==> src/rtl/midi_track_event_parser_top_assert.svh <==
// assertion macros for the midi track event parser
`ifndef MIDI_TRACK_EVENT_PARSER_TOP_ASSERT_SVH
`define MIDI_TRACK_EVENT_PARSER_TOP_ASSERT_SVH

`ifndef NO_ASSERTIONS

// checked outside reset
`define MTEP_ASSERT(label, prop, msg) \
  label: assert property (@(posedge clk) disable iff (rst) prop) else $error(msg);

// checked at every edge, reset included
`define MTEP_ASSERT_ALWAYS(label, prop, msg) \
  label: assert property (@(posedge clk) prop) else $error(msg);

`else

`define MTEP_ASSERT(label, prop, msg)
`define MTEP_ASSERT_ALWAYS(label, prop, msg)

`endif

`endif

==> src/rtl/mtep_pkg.sv <==
// ----------------------------------------------------------------------------
// mtep_pkg
// Types, constants and helpers shared by the track event parser files.
// ----------------------------------------------------------------------------
`default_nettype none

package mtep_pkg;

  localparam logic [7:0]  DATA_MASK     = 8'h7F;
  localparam logic [7:0]  STATUS_BIT    = 8'h80;
  localparam logic [7:0]  META_TEMPO    = 8'h51;
  localparam logic [7:0]  STATUS_META   = 8'hFF;
  localparam logic [7:0]  STATUS_SYSEX  = 8'hF0;
  localparam logic [7:0]  STATUS_ESCAPE = 8'hF7;
  localparam logic [3:0]  HI_NOTE_OFF   = 4'h8;
  localparam logic [3:0]  HI_NOTE_ON    = 4'h9;
  localparam logic [3:0]  HI_POLY_AT    = 4'hA;
  localparam logic [3:0]  HI_CTRL       = 4'hB;
  localparam logic [3:0]  HI_PROGRAM    = 4'hC;
  localparam logic [3:0]  HI_CHAN_AT    = 4'hD;
  localparam logic [3:0]  HI_PITCH      = 4'hE;
  localparam logic [23:0] DEFAULT_TEMPO = 24'd500000;
  localparam logic [31:0] TEMPO_LEN     = 32'd3;

  typedef enum logic [9:0] {
    PH_DELTA      = 10'b00_0000_0001,
    PH_STATUS     = 10'b00_0000_0010,
    PH_DATA1      = 10'b00_0000_0100,
    PH_DATA2      = 10'b00_0000_1000,
    PH_META_TYPE  = 10'b00_0001_0000,
    PH_META_LEN   = 10'b00_0010_0000,
    PH_META_TEMPO = 10'b00_0100_0000,
    PH_META_SKIP  = 10'b00_1000_0000,
    PH_SYSEX_LEN  = 10'b01_0000_0000,
    PH_SYSEX_SKIP = 10'b10_0000_0000
  } phase_t;

  typedef struct packed {
    logic [31:0] event_tick;
    logic [7:0]  status_value;
    logic [7:0]  first_data;
    logic [7:0]  second_data;
    logic [1:0]  data_count;
    logic        is_tempo;
    logic [23:0] tempo_value;
  } event_t;

  function automatic logic two_data(input logic [7:0] s);
    logic [3:0] hi;
    hi = s[7:4];
    return (hi == HI_NOTE_OFF) || (hi == HI_NOTE_ON) || (hi == HI_POLY_AT) ||
           (hi == HI_CTRL) || (hi == HI_PITCH);
  endfunction

  function automatic logic one_data(input logic [7:0] s);
    logic [3:0] hi;
    hi = s[7:4];
    return (hi == HI_PROGRAM) || (hi == HI_CHAN_AT);
  endfunction

endpackage

`default_nettype wire

==> src/rtl/mtep_in_if.sv <==
// ----------------------------------------------------------------------------
// mtep_in_if
// Byte channel into the track event parser.
// ----------------------------------------------------------------------------
`default_nettype none

interface mtep_in_if;
  logic       valid;
  logic       ready;
  logic [7:0] track_byte;
  logic       track_start;

  modport source (output valid, output track_byte, output track_start, input ready);
  modport sink (input valid, input track_byte, input track_start, output ready);
endinterface

`default_nettype wire

==> src/rtl/mtep_out_if.sv <==
// ----------------------------------------------------------------------------
// mtep_out_if
// Event channel out of the track event parser.
// ----------------------------------------------------------------------------
`default_nettype none

interface mtep_out_if;
  logic        valid;
  logic        ready;
  logic [31:0] event_tick;
  logic [7:0]  status_value;
  logic [7:0]  first_data;
  logic [7:0]  second_data;
  logic [1:0]  data_count;
  logic        is_tempo;
  logic [23:0] tempo_value;

  modport source (output valid, output event_tick, output status_value,
                  output first_data, output second_data, output data_count,
                  output is_tempo, output tempo_value, input ready);
  modport sink (input valid, input event_tick, input status_value,
                input first_data, input second_data, input data_count,
                input is_tempo, input tempo_value, output ready);
endinterface

`default_nettype wire

==> src/rtl/midi_track_event_parser_top.sv <==
// ----------------------------------------------------------------------------
// midi_track_event_parser_top
// Track chunk body parser: one byte in, at most one decoded event out.
// ----------------------------------------------------------------------------
// The parser decodes every byte in a single pass through the phase logic;
// an event caused by a byte goes into the output register, or into the skid
// register while the output is held. Throughput is one byte per cycle while
// input ready is high, set by the phase decode and the 32-bit tick adder that
// follows each delta. The event channel has an output register and a
// one-entry skid register, so a byte is still taken while one event waits on
// the output; input ready drops only while both entries are full.
`default_nettype none
`include "midi_track_event_parser_top_assert.svh"

module midi_track_event_parser_top (
  input  wire        clk,
  input  wire        rst,
  mtep_in_if.sink    track_in,
  mtep_out_if.source event_out
);

  mtep_pkg::phase_t phase, phase_next;
  logic [31:0] tick_total, tick_total_next;
  logic [7:0]  running_status, running_status_next;
  logic [7:0]  current_status, current_status_next;
  logic [31:0] varlen_accum, varlen_accum_next;
  logic [7:0]  held_data, held_data_next;
  logic [7:0]  meta_type, meta_type_next;
  logic [31:0] bytes_left, bytes_left_next;
  logic [23:0] tempo_accum, tempo_accum_next;

  // state as seen by this byte, after an optional start clear
  mtep_pkg::phase_t c_phase;
  logic [31:0] c_tick, c_varlen;
  logic [7:0]  c_running, c_current;

  mtep_pkg::event_t res, out_data, skid_data;
  logic res_valid, out_valid, skid_valid;
  logic accept, out_free;

  logic [7:0]  b;
  logic [31:0] vadd, bytes_dec;
  logic [7:0]  rs;
  logic        is_status;

  assign track_in.ready = !skid_valid;
  assign accept = track_in.valid && track_in.ready;
  assign b = track_in.track_byte;

  always_comb begin
    c_phase   = track_in.track_start ? mtep_pkg::PH_DELTA : phase;
    c_tick    = track_in.track_start ? 32'd0 : tick_total;
    c_varlen  = track_in.track_start ? 32'd0 : varlen_accum;
    c_running = track_in.track_start ? 8'd0 : running_status;
    c_current = track_in.track_start ? 8'd0 : current_status;

    vadd      = {c_varlen[24:0], b[6:0]};
    bytes_dec = bytes_left - 32'd1;
    is_status = (b & mtep_pkg::STATUS_BIT) != 8'd0;
    rs        = is_status ? b : c_running;

    phase_next          = c_phase;
    tick_total_next     = c_tick;
    varlen_accum_next   = c_varlen;
    running_status_next = c_running;
    current_status_next = c_current;
    held_data_next      = held_data;
    meta_type_next      = meta_type;
    bytes_left_next     = bytes_left;
    tempo_accum_next    = tempo_accum;

    res_valid        = 1'b0;
    res.event_tick   = c_tick;
    res.status_value = 8'd0;
    res.first_data   = 8'd0;
    res.second_data  = 8'd0;
    res.data_count   = 2'd0;
    res.is_tempo     = 1'b0;
    res.tempo_value  = mtep_pkg::DEFAULT_TEMPO;

    case (c_phase)
      mtep_pkg::PH_DELTA: begin
        varlen_accum_next = vadd;
        if (!is_status) begin
          tick_total_next   = c_tick + vadd;
          varlen_accum_next = 32'd0;
          phase_next        = mtep_pkg::PH_STATUS;
        end
      end
      mtep_pkg::PH_STATUS: begin
        running_status_next = rs;
        current_status_next = rs;
        varlen_accum_next   = 32'd0;
        if (mtep_pkg::two_data(rs) || mtep_pkg::one_data(rs)) begin
          if (is_status) begin
            phase_next = mtep_pkg::PH_DATA1;
          end else if (mtep_pkg::two_data(rs)) begin
            held_data_next = b;
            phase_next     = mtep_pkg::PH_DATA2;
          end else begin
            res_valid        = 1'b1;
            res.status_value = rs;
            res.first_data   = b;
            res.data_count   = 2'd1;
            phase_next       = mtep_pkg::PH_DELTA;
          end
        end else if (rs == mtep_pkg::STATUS_META) begin
          if (is_status) begin
            phase_next = mtep_pkg::PH_META_TYPE;
          end else begin
            meta_type_next = b;
            phase_next     = mtep_pkg::PH_META_LEN;
          end
        end else if (rs == mtep_pkg::STATUS_SYSEX || rs == mtep_pkg::STATUS_ESCAPE) begin
          if (is_status) begin
            phase_next = mtep_pkg::PH_SYSEX_LEN;
          end else begin
            // one-byte length taken straight from this data byte
            bytes_left_next = {25'd0, b[6:0]};
            phase_next = (b[6:0] == 7'd0) ? mtep_pkg::PH_DELTA : mtep_pkg::PH_SYSEX_SKIP;
          end
        end else begin
          res_valid        = 1'b1;
          res.status_value = rs;
          if (is_status) begin
            phase_next = mtep_pkg::PH_DELTA;
          end else begin
            // data byte under unknown status doubles as a one-byte delta
            tick_total_next = c_tick + {25'd0, b[6:0]};
            phase_next      = mtep_pkg::PH_STATUS;
          end
        end
      end
      mtep_pkg::PH_DATA1: begin
        if (mtep_pkg::two_data(c_current)) begin
          held_data_next = b;
          phase_next     = mtep_pkg::PH_DATA2;
        end else begin
          res_valid        = 1'b1;
          res.status_value = c_current;
          res.first_data   = b;
          res.data_count   = 2'd1;
          phase_next       = mtep_pkg::PH_DELTA;
        end
      end
      mtep_pkg::PH_DATA2: begin
        res_valid        = 1'b1;
        res.status_value = c_current;
        res.first_data   = held_data;
        res.second_data  = b;
        res.data_count   = 2'd2;
        phase_next       = mtep_pkg::PH_DELTA;
      end
      mtep_pkg::PH_META_TYPE: begin
        meta_type_next    = b;
        varlen_accum_next = 32'd0;
        phase_next        = mtep_pkg::PH_META_LEN;
      end
      mtep_pkg::PH_META_LEN: begin
        varlen_accum_next = vadd;
        if (!is_status) begin
          bytes_left_next   = vadd;
          varlen_accum_next = 32'd0;
          if (vadd == 32'd0) begin
            res_valid        = 1'b1;
            res.status_value = mtep_pkg::STATUS_META;
            phase_next       = mtep_pkg::PH_DELTA;
          end else if (meta_type == mtep_pkg::META_TEMPO && vadd == mtep_pkg::TEMPO_LEN) begin
            tempo_accum_next = 24'd0;
            phase_next       = mtep_pkg::PH_META_TEMPO;
          end else begin
            phase_next = mtep_pkg::PH_META_SKIP;
          end
        end
      end
      mtep_pkg::PH_META_TEMPO: begin
        tempo_accum_next = {tempo_accum[15:0], b};
        bytes_left_next  = bytes_dec;
        if (bytes_dec == 32'd0) begin
          res_valid        = 1'b1;
          res.status_value = mtep_pkg::STATUS_META;
          res.is_tempo     = 1'b1;
          res.tempo_value  = {tempo_accum[15:0], b};
          phase_next       = mtep_pkg::PH_DELTA;
        end
      end
      mtep_pkg::PH_META_SKIP: begin
        bytes_left_next = bytes_dec;
        if (bytes_dec == 32'd0) begin
          res_valid        = 1'b1;
          res.status_value = mtep_pkg::STATUS_META;
          phase_next       = mtep_pkg::PH_DELTA;
        end
      end
      mtep_pkg::PH_SYSEX_LEN: begin
        varlen_accum_next = vadd;
        if (!is_status) begin
          bytes_left_next   = vadd;
          varlen_accum_next = 32'd0;
          phase_next = (vadd == 32'd0) ? mtep_pkg::PH_DELTA : mtep_pkg::PH_SYSEX_SKIP;
        end
      end
      mtep_pkg::PH_SYSEX_SKIP: begin
        bytes_left_next = bytes_dec;
        if (bytes_dec == 32'd0) begin
          phase_next = mtep_pkg::PH_DELTA;
        end
      end
      default: begin
        phase_next = mtep_pkg::PH_DELTA;
      end
    endcase
  end

  always_ff @(posedge clk) begin
    if (rst) begin
      phase          <= mtep_pkg::PH_DELTA;
      tick_total     <= 32'd0;
      running_status <= 8'd0;
      current_status <= 8'd0;
      varlen_accum   <= 32'd0;
      held_data      <= 8'd0;
      meta_type      <= 8'd0;
      bytes_left     <= 32'd0;
      tempo_accum    <= 24'd0;
    end else if (accept) begin
      phase          <= phase_next;
      tick_total     <= tick_total_next;
      running_status <= running_status_next;
      current_status <= current_status_next;
      varlen_accum   <= varlen_accum_next;
      held_data      <= held_data_next;
      meta_type      <= meta_type_next;
      bytes_left     <= bytes_left_next;
      tempo_accum    <= tempo_accum_next;
    end
  end

  // output register plus skid entry
  assign out_free = !out_valid || event_out.ready;

  always_ff @(posedge clk) begin
    if (rst) begin
      out_valid  <= 1'b0;
      skid_valid <= 1'b0;
    end else if (out_free) begin
      if (skid_valid) begin
        out_valid  <= 1'b1;
        skid_valid <= 1'b0;
      end else begin
        out_valid <= accept && res_valid;
      end
    end else if (accept && res_valid) begin
      skid_valid <= 1'b1;
    end
  end

  always_ff @(posedge clk) begin
    if (out_free) begin
      if (skid_valid) begin
        out_data <= skid_data;
      end else if (accept && res_valid) begin
        out_data <= res;
      end
    end else if (accept && res_valid) begin
      skid_data <= res;
    end
  end

  assign event_out.valid        = out_valid;
  assign event_out.event_tick   = out_data.event_tick;
  assign event_out.status_value = out_data.status_value;
  assign event_out.first_data   = out_data.first_data;
  assign event_out.second_data  = out_data.second_data;
  assign event_out.data_count   = out_data.data_count;
  assign event_out.is_tempo     = out_data.is_tempo;
  assign event_out.tempo_value  = out_data.tempo_value;

  `MTEP_ASSERT_ALWAYS(a_skid_needs_out, skid_valid |-> out_valid, "skid full with output empty")
  `MTEP_ASSERT(a_skid_blocks_in, skid_valid |-> !track_in.ready, "byte taken while skid full")
  `MTEP_ASSERT(a_tempo_is_meta,
    (out_valid && out_data.is_tempo) |-> (out_data.status_value == mtep_pkg::STATUS_META),
    "tempo event without meta status")
  `MTEP_ASSERT(a_count_range, out_valid |-> (out_data.data_count != 2'd3), "bad data count")
  `MTEP_ASSERT(a_tempo_no_data,
    (out_valid && out_data.is_tempo) |-> (out_data.data_count == 2'd0),
    "tempo event carries channel data")

endmodule

`default_nettype wire

==> src/flat_wrapper.sv <==
// flat-port wrapper written by rule: the top's interface ports become plain ports
module midi_track_event_parser_top_flat 
  (clk, rst, track_in_valid, track_in_track_byte, track_in_track_start, track_in_ready, event_out_valid, event_out_event_tick, event_out_status_value, event_out_first_data, event_out_second_data, event_out_data_count, event_out_is_tempo, event_out_tempo_value, event_out_ready);
  mtep_in_if track_in_i ();
  mtep_out_if event_out_i ();
  input  wire clk;
  input  wire rst;
  input wire logic [$bits(track_in_i.valid)-1:0] track_in_valid;
  input wire logic [$bits(track_in_i.track_byte)-1:0] track_in_track_byte;
  input wire logic [$bits(track_in_i.track_start)-1:0] track_in_track_start;
  output wire logic [$bits(track_in_i.ready)-1:0] track_in_ready;
  output wire logic [$bits(event_out_i.valid)-1:0] event_out_valid;
  output wire logic [$bits(event_out_i.event_tick)-1:0] event_out_event_tick;
  output wire logic [$bits(event_out_i.status_value)-1:0] event_out_status_value;
  output wire logic [$bits(event_out_i.first_data)-1:0] event_out_first_data;
  output wire logic [$bits(event_out_i.second_data)-1:0] event_out_second_data;
  output wire logic [$bits(event_out_i.data_count)-1:0] event_out_data_count;
  output wire logic [$bits(event_out_i.is_tempo)-1:0] event_out_is_tempo;
  output wire logic [$bits(event_out_i.tempo_value)-1:0] event_out_tempo_value;
  input wire logic [$bits(event_out_i.ready)-1:0] event_out_ready;
  assign track_in_i.valid = track_in_valid;
  assign track_in_i.track_byte = track_in_track_byte;
  assign track_in_i.track_start = track_in_track_start;
  assign track_in_ready = track_in_i.ready;
  assign event_out_valid = event_out_i.valid;
  assign event_out_event_tick = event_out_i.event_tick;
  assign event_out_status_value = event_out_i.status_value;
  assign event_out_first_data = event_out_i.first_data;
  assign event_out_second_data = event_out_i.second_data;
  assign event_out_data_count = event_out_i.data_count;
  assign event_out_is_tempo = event_out_i.is_tempo;
  assign event_out_tempo_value = event_out_i.tempo_value;
  assign event_out_i.ready = event_out_ready;
  midi_track_event_parser_top u_core (.clk(clk), .rst(rst), .track_in(track_in_i), .event_out(event_out_i));
endmodule
==> config.mk <==
export PLATFORM = sky130hd
export DESIGN_NAME = midi_track_event_parser_top_flat
export DESIGN_NICKNAME = d
export VERILOG_FILES = /design/src/rtl/mtep_pkg.sv /design/src/rtl/mtep_in_if.sv /design/src/rtl/mtep_out_if.sv /design/src/rtl/midi_track_event_parser_top.sv /design/src/flat_wrapper.sv
export VERILOG_INCLUDE_DIRS = /design/src /design/src/rtl
export SDC_FILE = /design/constraint.sdc
export NUM_CORES = 1
export LEC_CHECK = 0
export BUFFER_PORTS_ARGS = -buffer_cell sky130_fd_sc_hd__buf_2
export CORE_UTILIZATION = 41
export CTS_CLUSTER_DIAMETER = 40
export DETAILED_ROUTE_END_ITERATION = 8
export SYNTH_ARGS = -nofsm -noshare
export SYNTH_HDL_FRONTEND = slang
export SYNTH_SLANG_ARGS = --single-unit
==> constraint.sdc <==
create_clock -name clk -period 17.5 [get_ports clk]
set_input_delay 0.875 -clock clk [delete_from_list [all_inputs] [get_ports clk]]
set_output_delay 0.875 -clock clk [all_outputs]
set_load 0.01 [all_outputs]
==> results.toml <==
[synthesis]
synth.cell_area_sq_um = 16300
ys_seq_area_frac = 0.489
ys_types = 80
synthCells = 1675
synth_top_area_share = 0.306
synth_edf_count = 166
synth_area_leaders = "edfxtp_1, dfxtp_1, mux2_2"
synth_warnings = 0
ys.flop_type = "edfxtp_1"
synth_area_leader_cell = "edfxtp_1"
avgSynthCellArea_sq_um = 9.73
synthArstFlopShare = 0
synth.net_count = 1722
ys_ff_latch = 315

[detailed_routing]
routedWlPerCell_microns = 19.8
drc = 0
viasPerCell = 5.85
final_antenna_net_count = 0
dr.pass1.iters = 6
first_iter_violations = 1160
wl_met1_mm = 21.1
wl_mm = 45.4
vias = 13400
dr_wl_met3_mm = 2.81
wl_met2_mm = 20.1
routed.top_layer = "met4"

[worst_setup_path]
crit_path_max_fanout = 36
r2r_setup_slack_ps = 12300
r2r-start = "u_core.bytes_left[0]$_SDFFE_PP0P_"
crit_top_cell = "buf_4"
critPathSlowestCell = "o21ai_4"
cp.depth = 13
crit_start = "u_core.bytes_left[0]$_SDFFE_PP0P_"
cp-end-kind = "register"
timing.rr.end = "u_core.event_out.tempo_value[19]$_DFFE_PP_"
cpPeakStageDelay_ps = 660
cp-start-kind = "register"
path_class = "register to register"
reg2regPathDepth = 13
arrival_ps = 5410
critical_path_buf_inv_count = 3
worstPathRequired_ps = 17710
crit_chain = "inv_1, ha_1, or4b_1, nor3_2, nand2_1, xnor2_1, or4_1, nor4_4, buf_4, a21oi_4, and2_1, o21ai_4, buf_4"
cpLargestDelayFamily = "simple AND/OR/NAND/NOR gates"
endpoint = "u_core.event_out.tempo_value[19]$_DFFE_PP_"

[cts]
post_cts_buffers = 0
cts_tree = "done"
clock_sinks = 315
htree_levels = 2
clk_latency_ps = 570
cts_resized = 0
path_clk_slew_ps = 60
clk_path_buf_depth = 3
cts_made_buffers = 46
hold_buffers = 0
root_buffer = "clkbuf_16"

[global_routing]
grt-ovfl-total = 0
antenna_found_initial = 0
grt.total_usage = 0.222
grt_max_degree = 76
grt_pass1_vias = 12700
grt_pass1_wl_mm = 72.2

[job]
maxCapViolations = 0

[layout]
final_area_sq_um = 18800
nNetsFinal = 1778
layout_commonest_cell = "nand2_1"
layout_common_cells = "nand2_1, edfxtp_1, nor2_1"
fill_cells = 3626
syn2layout_area_growth_pct = 15.2
n_antenna_cell = 0
drive_above_1_share = 0.172

[pwr]
finalPower_mw = 1.80
total_leakage_power_nw = 7.23
power_density_nw_per_um2 = 96.0
vdd_drop_max_mv = 0.0615

[floorplan]
die_h_microns = 201
dieArea_sq_um = 40600
rows = 72
start_util = 0.419
die_w_microns = 201
pin_count = 98
fp.coreArea_sq_um = 38900

[timing]
rsz0062_at_grt = "false"
setup_viol = 0
fin_crit_sh = 0.297
hold_viol = 0
finalClockSkew_ps = 28.0
setup_tns_ps = 0
fmax_mhz = 192
max_slew_margin = 0.234
tightestPinTransition_ps = 1140
finalWorstSetupSlack_ps = 12300
fin_crit_ps = 5200
slew_viol_final = 0

[placed_design]
port_buffers = 97
dp_hpwl_mm = 29.8
dp_slack_ps = 12200
place_area_sq_um = 17200
place_congestion = 0.933

[run_status]
status = "complete, no violations"

[min_path]
hp-class = "register to register"
area by class of cell:
type / count / area (sq um) / area share
sequential: 315 / 7970 / 0.425
multi-input combinational: 1219 / 7820 / 0.417
clock buffer: 55 / 1250 / 0.0664
tap: 518 / 648 / 0.0345
timing repair buffer: 117 / 638 / 0.0340
clock inverter: 31 / 330 / 0.0176
inverter: 32 / 120 / 0.00640
cell usage after synthesis, types with 7 or more instances:
cell type and instances:
a32o_1 8, a22o_1 15, a211oi_1 21, a22oi_1 61, nand2b_4 7, ha_1 33, or4_1 8, a31oi_1 19
nor2b_1 48, mux2i_1 19, o21ai_0 64, a221oi_1 10, and3_1 35, o211ai_1 9, buf_2 11, edfxtp_1 166
xnor2_1 24, or2_2 8, nand3_1 54, and2_1 18, a21o_1 20, inv_1 32, nor2_1 152, nor3_1 44
xor2_1 20, nand2_1 173, nand2b_1 13, o31ai_1 11, clkbuf_1 92, mux2_2 71, nor4_1 27, nand4_1 12
a21oi_1 109, or3_1 12, dfxtp_1 149
through the flow:
stage | std cells | utilization | hold slack (ps)
floorplan | 1675 | - | 427
global placement | 2201 | 0.442 | 433
detailed placement | 2201 | 0.442 | 443
CTS | 2287 | 0.482 | 450
global route | 2287 | 0.482 | 466
finish | 2287 | 0.482 | 445
where the power goes:
group	internal (mW)	switching, mW	leakage (nW)
sequential	0.776	0.00518	2.84
clock	0.568	0.375	0.764
combinational	0.0219	0.0554	3.63
how the worst min path moves through the flow:
stage                                                    from                             endpoint  slack [ps]  depth (start not counted)
after floorplan           u_core.tempo_accum[11]$_SDFFE_PP0P_  u_core.tempo_accum[11]$_SDFFE_PP0P_         430                          2
after global routing         u_core.held_data[7]$_SDFFE_PP0P_     u_core.held_data[7]$_SDFFE_PP0P_         470                          2
after global placement    u_core.tempo_accum[14]$_SDFFE_PP0P_  u_core.tempo_accum[14]$_SDFFE_PP0P_         430                          2
final                     u_core.tempo_accum[14]$_SDFFE_PP0P_  u_core.tempo_accum[14]$_SDFFE_PP0P_         450                          2
after detailed placement     u_core.held_data[7]$_SDFFE_PP0P_     u_core.held_data[7]$_SDFFE_PP0P_         440                          2
after CTS                    u_core.held_data[7]$_SDFFE_PP0P_     u_core.held_data[7]$_SDFFE_PP0P_         450                          2
registers in the layout (all words and copies together), names as in the netlist:
name,cells
u_core.event_out.data_count,2
u_core.bytes_left,32
u_core.varlen_accum,25
u_core.tempo_accum,16
u_core.event_out.event_tick,32
u_core.held_data,8
u_core.event_out.status_value,8
u_core.event_out.is_tempo,1
u_core.tick_total,32
u_core.event_out.second_data,8
u_core.skid_valid,1
u_core.event_out.tempo_value,24
u_core.meta_type,8
u_core.event_out.first_data,8
u_core.skid_data,83
u_core.running_status,8
u_core.current_status,8
u_core.event_out.valid,1
u_core.phase,10
routing by layer:
layer | global-route usage | vias up
li1 | - | 6355
met1 | 0.315 | 6481
met2 | 0.341 | 457
met3 | 0.0363 | 97
met4 | 0.0795 | 0
met5 | 0 | -
cell families after synthesis:
family,share of synthesized area
fa+ha+maj,0.0266
simple gates,0.201
flops,0.489
xor+xnor,0.0236
buf+inv,0.0338
mux,0.0607
compound gates,0.166
tightest hold or removal path, cell delays in order, from the launching register on:
cell and delay (ps):
dfxtp_1 300, nand2_1 50, a21oi_1 50
No activity file was read; power rests on OpenSTA's default activity.
